**config.mk**
```make
export PLATFORM = sky130hd
export DESIGN_NAME = rmq_front
export DESIGN_NICKNAME = d
export VERILOG_FILES = /design/src/rtl/core/rmq_pkg.sv /design/src/rtl/core/rmq_front.sv
export SDC_FILE = /design/constraint.sdc
export NUM_CORES = 1
export LEC_CHECK = 0
export ABC_AREA = 0
export ABC_CLOCK_PERIOD_IN_PS = 8250
export BUFFER_PORTS_ARGS = -buffer_cell sky130_fd_sc_hd__clkbuf_2
export CAP_MARGIN = 20
export CORE_ASPECT_RATIO = 0.8
export CORE_MARGIN = 1
export CORE_UTILIZATION = 38
export DETAILED_ROUTE_END_ITERATION = 12
export SYNTH_ARGS = -nofsm -noshare
export SYNTH_HDL_FRONTEND = slang
export SYNTH_SLANG_ARGS = --single-unit
```
**constraint.sdc**
```tcl
create_clock -name vclk -period 8.25
set_input_delay 0.4125 -clock vclk [all_inputs]
set_output_delay 0.4125 -clock vclk [all_outputs]
set_load 0.03 [all_outputs]
```
**src/rtl/core/rmq_pkg.sv**
```systemverilog
`default_nettype none
// ----------------------------------------------------------------------------
// rmq_pkg
// shared widths, pipeline payload and the per-stage function for the
// rotation matrix to quaternion pipeline
// ----------------------------------------------------------------------------
package rmq_pkg;

  localparam int F     = 14;                       // fraction bits
  localparam int ONE   = 1 << F;
  localparam int ARGSW = ((F + 3) > 19) ? (F + 3) : 19;  // signed root argument
  localparam int AW    = ARGSW - 1;                // clamped argument
  localparam int SQW   = AW + F;                   // root input width
  localparam int RW    = (SQW + 1) / 2;            // root width
  localparam int SW    = 2 * RW;
  localparam int MGW   = 17;                       // magnitude of a difference
  localparam int NW    = MGW + F + 1;              // dividend width
  localparam int QW    = F + 1;                    // quotient bits below overflow
  localparam int XW    = NW + RW + 2;              // compare width
  localparam int K     = 4;                        // iterations per stage
  localparam int SQ    = (RW + K - 1) / K;
  localparam int DV    = (QW + K - 1) / K;
  localparam int NS    = SQ + DV + 3;
  localparam int QMAX  = (ONE > 32767) ? 32767 : ONE;

  localparam logic [1:0] CX = 2'd0;
  localparam logic [1:0] CY = 2'd1;
  localparam logic [1:0] CZ = 2'd2;
  localparam logic [1:0] CW = 2'd3;

  typedef struct packed {
    logic [SW-1:0]            srem;
    logic [SW-1:0]            sres;
    logic [3:0][MGW-1:0]      mag;
    logic [3:0]               neg;
    logic [1:0]               msel;
    logic [3:0][NW-1:0]       drem;
    logic [3:0][QW-1:0]       quo;
    logic [3:0]               ovf;
    logic                     zr;
    logic [3:0][15:0]         qo;
  } pipe_t;

  function automatic pipe_t stage_fn(input pipe_t p, input int s);
    pipe_t          o;
    logic [SW:0]    bit_v;
    logic [SW:0]    trial;
    logic [RW-1:0]  root;
    logic [XW-1:0]  den;
    logic [XW-1:0]  num;
    logic [XW-1:0]  dsh;
    logic [XW-1:0]  v;
    logic           ng;
    int             t;
    o    = p;
    root = p.sres[RW-1:0];
    den  = XW'(root) << 1;
    if (s >= 1 && s <= SQ) begin
      for (int u = 0; u < K; u++) begin
        t = (s - 1) * K + u;
        if (t < RW) begin
          bit_v = (SW+1)'(1) << (2 * (RW - 1 - t));
          trial = {1'b0, o.sres} + bit_v;
          if ({1'b0, o.srem} >= trial) begin
            o.srem = o.srem - trial[SW-1:0];
            o.sres = (o.sres >> 1) + bit_v[SW-1:0];
          end else begin
            o.sres = o.sres >> 1;
          end
        end
      end
    end else if (s == SQ + 1) begin
      o.zr = (root == '0);
      for (int c = 0; c < 4; c++) begin
        num       = (XW'(p.mag[c]) << F) + XW'(root);
        o.drem[c] = num[NW-1:0];
        o.quo[c]  = '0;
        o.ovf[c]  = (num >= (den << QW));
      end
    end else if (s <= SQ + 1 + DV) begin
      for (int u = 0; u < K; u++) begin
        t = (s - SQ - 2) * K + u;
        if (t < QW) begin
          for (int c = 0; c < 4; c++) begin
            dsh = den << (QW - 1 - t);
            if (XW'(o.drem[c]) >= dsh) begin
              num       = XW'(o.drem[c]) - dsh;
              o.drem[c] = num[NW-1:0];
              o.quo[c][QW-1-t] = 1'b1;
            end
          end
        end
      end
    end else begin
      for (int c = 0; c < 4; c++) begin
        ng = p.neg[c];
        if (2'(c) == p.msel) begin
          v  = (XW'(root) + XW'(1)) >> 1;
          ng = 1'b0;
        end else if (p.zr) begin
          v = '0;
        end else if (p.ovf[c]) begin
          v = XW'(ONE) + XW'(1);
        end else begin
          v = XW'(p.quo[c]);
        end
        if (v > XW'(ONE)) v = XW'(ONE);
        if (ng) begin
          if (v > XW'(32768)) v = XW'(32768);
          v = XW'(0) - v;
        end else if (v > XW'(32767)) begin
          v = XW'(32767);
        end
        o.qo[c] = v[15:0];
      end
    end
    return o;
  endfunction

endpackage
`default_nettype wire

```
**src/rtl/core/rmq_front.sv**
```systemverilog
`default_nettype none
// ----------------------------------------------------------------------------
// rmq_front
// branch select, root argument and signed differences per component
// ----------------------------------------------------------------------------
module rmq_front (
  input  wire logic signed [15:0] m00, m01, m02, m10, m11, m12, m20, m21, m22,
  output rmq_pkg::pipe_t          p
);
  localparam int AS = rmq_pkg::ARGSW;
  localparam int DW = rmq_pkg::MGW;

  logic signed [AS-1:0] e00, e11, e22, one_s, tr, arg;
  logic signed [DW-1:0] d [4];
  logic [1:0]           sel;

  always_comb begin
    e00   = AS'(m00);
    e11   = AS'(m11);
    e22   = AS'(m22);
    one_s = AS'(rmq_pkg::ONE);
    tr    = e00 + e11 + e22;
    sel   = rmq_pkg::CW;
    arg   = tr + one_s;
    d[0]  = DW'(m21) - DW'(m12);
    d[1]  = DW'(m02) - DW'(m20);
    d[2]  = DW'(m10) - DW'(m01);
    d[3]  = '0;
    if (tr <= 0) begin
      sel = rmq_pkg::CX;
      if (e11 > e00) sel = rmq_pkg::CY;
      if (e22 > ((sel == rmq_pkg::CY) ? e11 : e00)) sel = rmq_pkg::CZ;
      case (sel)
        rmq_pkg::CX: begin
          arg  = e00 - e11 - e22 + one_s;
          d[3] = DW'(m21) - DW'(m12);
          d[1] = DW'(m10) + DW'(m01);
          d[2] = DW'(m20) + DW'(m02);
          d[0] = '0;
        end
        rmq_pkg::CY: begin
          arg  = e11 - e22 - e00 + one_s;
          d[3] = DW'(m02) - DW'(m20);
          d[2] = DW'(m21) + DW'(m12);
          d[0] = DW'(m01) + DW'(m10);
          d[1] = '0;
        end
        default: begin
          arg  = e22 - e00 - e11 + one_s;
          d[3] = DW'(m10) - DW'(m01);
          d[0] = DW'(m02) + DW'(m20);
          d[1] = DW'(m12) + DW'(m21);
          d[2] = '0;
        end
      endcase
    end
    p      = '0;
    p.msel = sel;
    // negative argument clamps to zero
    if (arg > 0) p.srem = rmq_pkg::SW'(arg[rmq_pkg::AW-1:0]) << rmq_pkg::F;
    for (int c = 0; c < 4; c++) begin
      p.neg[c] = d[c][DW-1];
      p.mag[c] = d[c][DW-1] ? DW'(-d[c]) : DW'(d[c]);
    end
  end
endmodule
`default_nettype wire

```
==> results of run 1 <==
## final timing paths
kind	slack, ns	from	depth (start not counted)	endpoint
hold / removal	1.74	m01[0]	5	p[297]
setup / recovery	0.61	m00[3]	24	p[283]
## cell usage after synthesis (45+ instances only)
master    count  area share
nor3_1       59       0.017
clkbuf_1     45      0.0097
xor2_1       47       0.024
nand3_1      47       0.014
xnor2_1     123       0.062
fa_1         74       0.085
nand2_1     148       0.032
a21oi_1     178       0.051
nor2_1      197       0.043
o21ai_0     131       0.038
inv_1       183       0.040
buf_4       305        0.13
ha_1        260        0.19
## power breakdown
group | leakage [nW] | internal (W) | switching, W | total [W]
combinational | 8.91 | 0.00127 | 0.00288 | 0.00414
sequential | 0 | 0 | 0 | 0
clock | 0 | 0 | 0 | 0
total | 8.91 | 0.00127 | 0.00288 | 0.00414
## cell usage in the layout (no fill, tap or decap), types with 42 or more instances in the layout
| cell | n |
|---|---|
| a21o_1 | 42 |
| a21oi_1 | 178 |
| clkbuf_2 | 236 |
| conb_1 | 303 |
| fa_1 | 74 |
| ha_1 | 260 |
| inv_1 | 183 |
| nand2_1 | 148 |
| nand3_1 | 47 |
| nor2_1 | 197 |
| nor3_1 | 59 |
| o211ai_1 | 42 |
| o21ai_0 | 131 |
| xnor2_1 | 123 |
| xor2_1 | 47 |
## worst max-delay path, stage by stage
cell,delay [ns]
clkbuf_2,0.13
inv_1,0.13
ha_1,0.39
nor3b_1,0.07
a2111oi_0,0.71
buf_4,0.25
o221ai_1,0.14
nor2_1,0.42
a21oi_4,0.11
buf_4,0.28
nor2_1,0.12
a21oi_1,0.05
ha_1,0.31
a21oi_1,0.18
o21ai_0,0.27
a221o_1,0.45
o21a_2,0.32
nor2_1,0.86
nand2_1,0.10
nand2_1,0.11
o22a_1,0.50
o21ai_0,0.25
xor2_1,0.36
clkbuf_2,0.27
## cells by family after synthesis
family | after synthesis
fa+ha+maj | 334
buf+inv | 583
compound gates | 658
simple gates | 632
xor+xnor | 170
mux | 35
other cells | 1
## layout make-up
class / count / area share
Timing Repair Buffer: 272 / 0.0818
Inverter: 185 / 0.0385
Tap cell: 603 / 0.0418
Multi-Input combinational cell: 2132 / 0.838
## per-layer routing
| layer | up-vias | wire (µm) | GRT usage |
|---|---|---|---|
| met2 | 934 | 25700 | 0.366 |
| met3 | 46 | 7020 | 0.0589 |
| met5 | - | 0 | 0 |
| li1 | 8173 | - | - |
| met4 | 0 | 807 | 0.0272 |
| met1 | 8139 | 31100 | 0.410 |
## per-stage QoR
step | hold WS [ns] | utilization | setup WS (ns)
6_report | 1.74 | 0.404 | 0.613
3_5_place_dp | 1.70 | 0.404 | 0.757
5_1_grt | 1.75 | 0.404 | 0.323
2_1_floorplan | 1.29 | - | 0.382
4_1_cts | 1.70 | 0.404 | 0.724
3_3_place_gp | 1.72 | 0.404 | 0.778
==> impl_results.md, run 1 <==
- Run status: completed
- Fin nets: 3069
- Hold Fails Final Rpt: 0
- Initial Utilization: 0.388
- Layout Cells excl Fill: 3192
- Dpl cells: 3192
- Resized Gates After CTS: 0
- GRT Resource Usage Total: 0.262
- Nature of the critical path endpoint: primary output
- Tcrit/Tclk final: 0.926
- First DRT Iteration DRCs: 2116
- Dpl cell area: 0.0181 mm²
- Synthesized-area fraction occupied by xor and xnor cells: 0.0857
- Syn_area_per_cell: 7.20 µm²
- DRT antenna net count: 0
- GPL Wtd Cong: 1.00
- Final setup vio count: 0
- Peak Freq: 0.131 GHz
- Yosys cell types: 89
- Worst setup path category: input pin to primary output
- Crit Path Max Fanout: 26
- Yosys warnings: 0
- Number of global-route vias before repair: 15300
- Mux cell area share after synthesis: 0.0205
- Layout area overhead: 3.98%
- Critical path data required time: 7.84 ns
- Max_slew headroom: 0.251
- Post-Synthesis Cells: 2413
- Final Max Tran Viols: 0
- Die Wd: 241 µm
- Sequential fraction of the synthesis area: 0
- Hold_buf cts: 0
- Finished Cell Area: 0.0181 mm²
- Area of the die: 0.0466 mm²
- Reg area: 0 µm²
- Power Density: 229 mW/mm²
- DRC errors left: 0
- Max Cap Viol: 0
- Post-synthesis simple-gate area fraction: 0.175
- CORE AREA: 0.0447 mm²
- Worst Setup Start Kind: input pin
- Hold/Removal Path Class: input pin to primary output
- Drt first pass iters: 6
- Filler Cells Inserted: 4736
- DRT Wirelength: 64600 µm
- Slew at the pin closest to its max-slew limit: 1.12 ns
- Max VDD drop: 0.177 mV
- Post-synthesis compound-gate area fraction: 0.251
- Pin count of the biggest net entering global routing: 67
- Die height: 193 µm
- Rows: 69
- Layout cell share with drive strength beyond 1: 0.122
- Post-Synth Adder-Cell Area: 0.273
- Tmin final: 7.64 ns
- First-pass GRT wire length: 94600 µm
- Largest family of logic cells by synthesized area: adder cells
- Avg WL per Cell: 20.2 µm
- Initial antenna violation count: 0
- RSZ-0062 raised after global routing: false
- Clk_buf instances: 0
- Grt total ovfl: 0
- Vias: 17300
- Postcts setup bufs: 0
- Critical path arrival: 7.22 ns
- # IOs: 539
- Sequential cell count: 0
- DP HPWL: 55600 µm
- Total Power: 0.00414 W
- Via-per-instance ratio: 5.42
- Antenna cells: 0
- I/O Buffers: 236
- Multi-input logic area: 0.0151 mm²
- Syn Std Cell Area: 0.0174 mm²
- Setup TNS: 0 ns
- Lkg Pwr: 8.91 nW
No activity file was read; power rests on OpenSTA's default activity.
==> run 2: changes to the inputs <==
Settings changed: PLACE_DENSITY_LB_ADDON set to 0.08.
==> run 2 against run 1 <==
- combinational power decreased by 1%
- wire length decreased by 0.87%
- worst setup slack improved by 0.14 ns
- hold slack improved by 0.0092 ns
- final area decreased by 0.24%
- total power decreased by 0.99%
- first-iteration DRC count decreased by 17%
- fmax increased by 1.9%
- cell count decreased by 0.19%
- sequential share of layout area unchanged
- largest power group unchanged
==> impl_results.md, run 2 (synthesis gave the netlist of run 1 again) <==
- Avg WL per Cell: 20.1 µm
- I/O Buffers: 236
- Pin count of the biggest net entering global routing: 58
- Max VDD drop: 0.173 mV
- Fin util: 0.403
- Uppermost routed layer: met4
- Tmin final: 7.50 ns
- Vias: 17100
- Initial antenna violation count: 1
- Initial Utilization: 0.388
- Resized Gates After CTS: 0
- Critical path arrival: 7.08 ns
- Setup WS pre-CTS: 1.01 ns
- Fin nets: 3063
- Antenna cells: 0
- DR WL met3: 6770 µm
- Run status: completed
- Peak Freq: 0.133 GHz
- Sequential share of power: 0
- RSZ-0062 raised after global routing: false
- Hold Path End: p[377]
- DRT met1 WL: 31600 µm
- Clock share of power: 0
- Lkg Pwr: 8.88 nW
- Via-per-instance ratio: 5.37
- Gate power share: 1.000
- Crit-path cells: clkbuf_2, inv_1, ha_1, nor4_1, nand4_1, o221ai_1, nor2_1, a21oi_4, a21oi_1, ha_1, nand4_1, o41ai_1, o21ai_0, o21a_2, a211oi_1, mux2i_1, o211ai_1, nor4_1, buf_4, or3_1, a21oi_1, clkbuf_2
- Critical Path Max Stage Delay: 0.69 ns
- Postcts setup bufs: 0
- Slew at the pin closest to its max-slew limit: 1.07 ns
- Tcrit/Tclk final: 0.909
- DRT antenna net count: 0
- First DRT Iteration DRCs: 1748
- Sw Share: 0.695
- GRT Resource Usage Total: 0.261
- Hold/Removal Path Class: input pin to primary output
- Setup WS post-layout: 0.754 ns
- Critical path data required time: 7.84 ns
- Most frequent cells in the layout: 303 x conb_1, 260 x ha_1, 236 x clkbuf_2
- Area of the die: 0.0466 mm²
- Dpl cell area: 0.0180 mm²
- Reg area: 0 µm²
- Finished Cell Area: 0.0180 mm²
- Worst setup path category: input pin to primary output
- Sequential cell count: 0
- Most common cell after layout, fill and taps aside: conb_1
- DP HPWL: 55600 µm
- DRT Wirelength: 64100 µm
- Worst hold path cell count: 4
- # IOs: 539
- Layout cell share with drive strength beyond 1: 0.120
- DRC errors left: 0
- WP buf/inv: 4
- Clk_buf instances: 0
- Drt first pass iters: 5
- Final Max Tran Viols: 0
- Layout area overhead: 3.72%
- Met2 wire len: 24900 µm
- Internal power: 0.00125 W
- Hold_sp: m22[0]
- Grt total ovfl: 0
- First-pass GRT wire length: 93200 µm
- Max_slew headroom: 0.276
- Worst Setup Start Kind: input pin
- Worst-path cell with the longest stage delay: a211oi_1
- Hold_buf cts: 0
- Setup TNS: 0 ns
- GPL Wtd Cong: 0.979
- Die height: 193 µm
- Rows: 69
- Net Sw Power: 0.00285 W
- CORE AREA: 0.0447 mm²
- Number of global-route vias before repair: 15100
- Hold Fails Final Rpt: 0
- Power Density: 228 mW/mm²
- CP top delay family: compound AO/OA/AOI/OAI gates
- Crit Path Max Fanout: 22
- Max Cap Viol: 0
- Nature of the critical path endpoint: primary output
- Die Wd: 241 µm
- Final setup vio count: 0
==> run 2: area by class of cell <==
cell class | count | area [µm²]
inverters | 185 | 694
fillers | 4890 | 26700
multi-input cells | 2132 | 15100
well taps | 603 | 754
repair buffers | 266 | 1430
==> run 2: power groups by stage <==
| stage | clock [W] | sequential (W) | combinational, W |
|---|---|---|---|
| finish | 0 | 0 | 0.00410 |
| global route | 0 | 0 | 0.00438 |
| CTS | 0 | 0 | 0.00404 |
| detailed placement | 0 | 0 | 0.00402 |
| global placement | 0 | 0 | 0.00402 |
| floorplan | 0 | 0 | 0.00292 |
==> run 2: layer usage <==
layer | GRT usage | up-vias
li1 | - | 8166
met2 | 0.353 | 808
met3 | 0.0713 | 41
met1 | 0.412 | 8084
met4 | 0.0277 | 0
met5 | 0 | -
==> run 2: how the worst max path moves through the flow <==
stage                 start     end  slack, ns  cells past startpoint
floorplan           m00[15]  p[279]       0.38                     32
global route         m00[4]  p[279]       0.35                     27
detailed placement   m00[4]  p[279]       1.01                     27
CTS                  m00[4]  p[279]       0.98                     27
global placement     m00[4]  p[279]       1.15                     27
finish               m00[4]  p[321]       0.75                     22
==> run 2: per-stage QoR <==
| stage | power [W] | std cells | hold WS [ns] |
|---|---|---|---|
| 6_report | 0.00410 | 3186 | 1.74 |
| 5_1_grt | 0.00438 | 3186 | 1.80 |
| 4_1_cts | 0.00404 | 3186 | 1.75 |
| 3_5_place_dp | 0.00402 | 3186 | 1.74 |
| 3_3_place_gp | 0.00402 | 3186 | 1.74 |
| 2_1_floorplan | 0.00292 | 2715 | 1.29 |
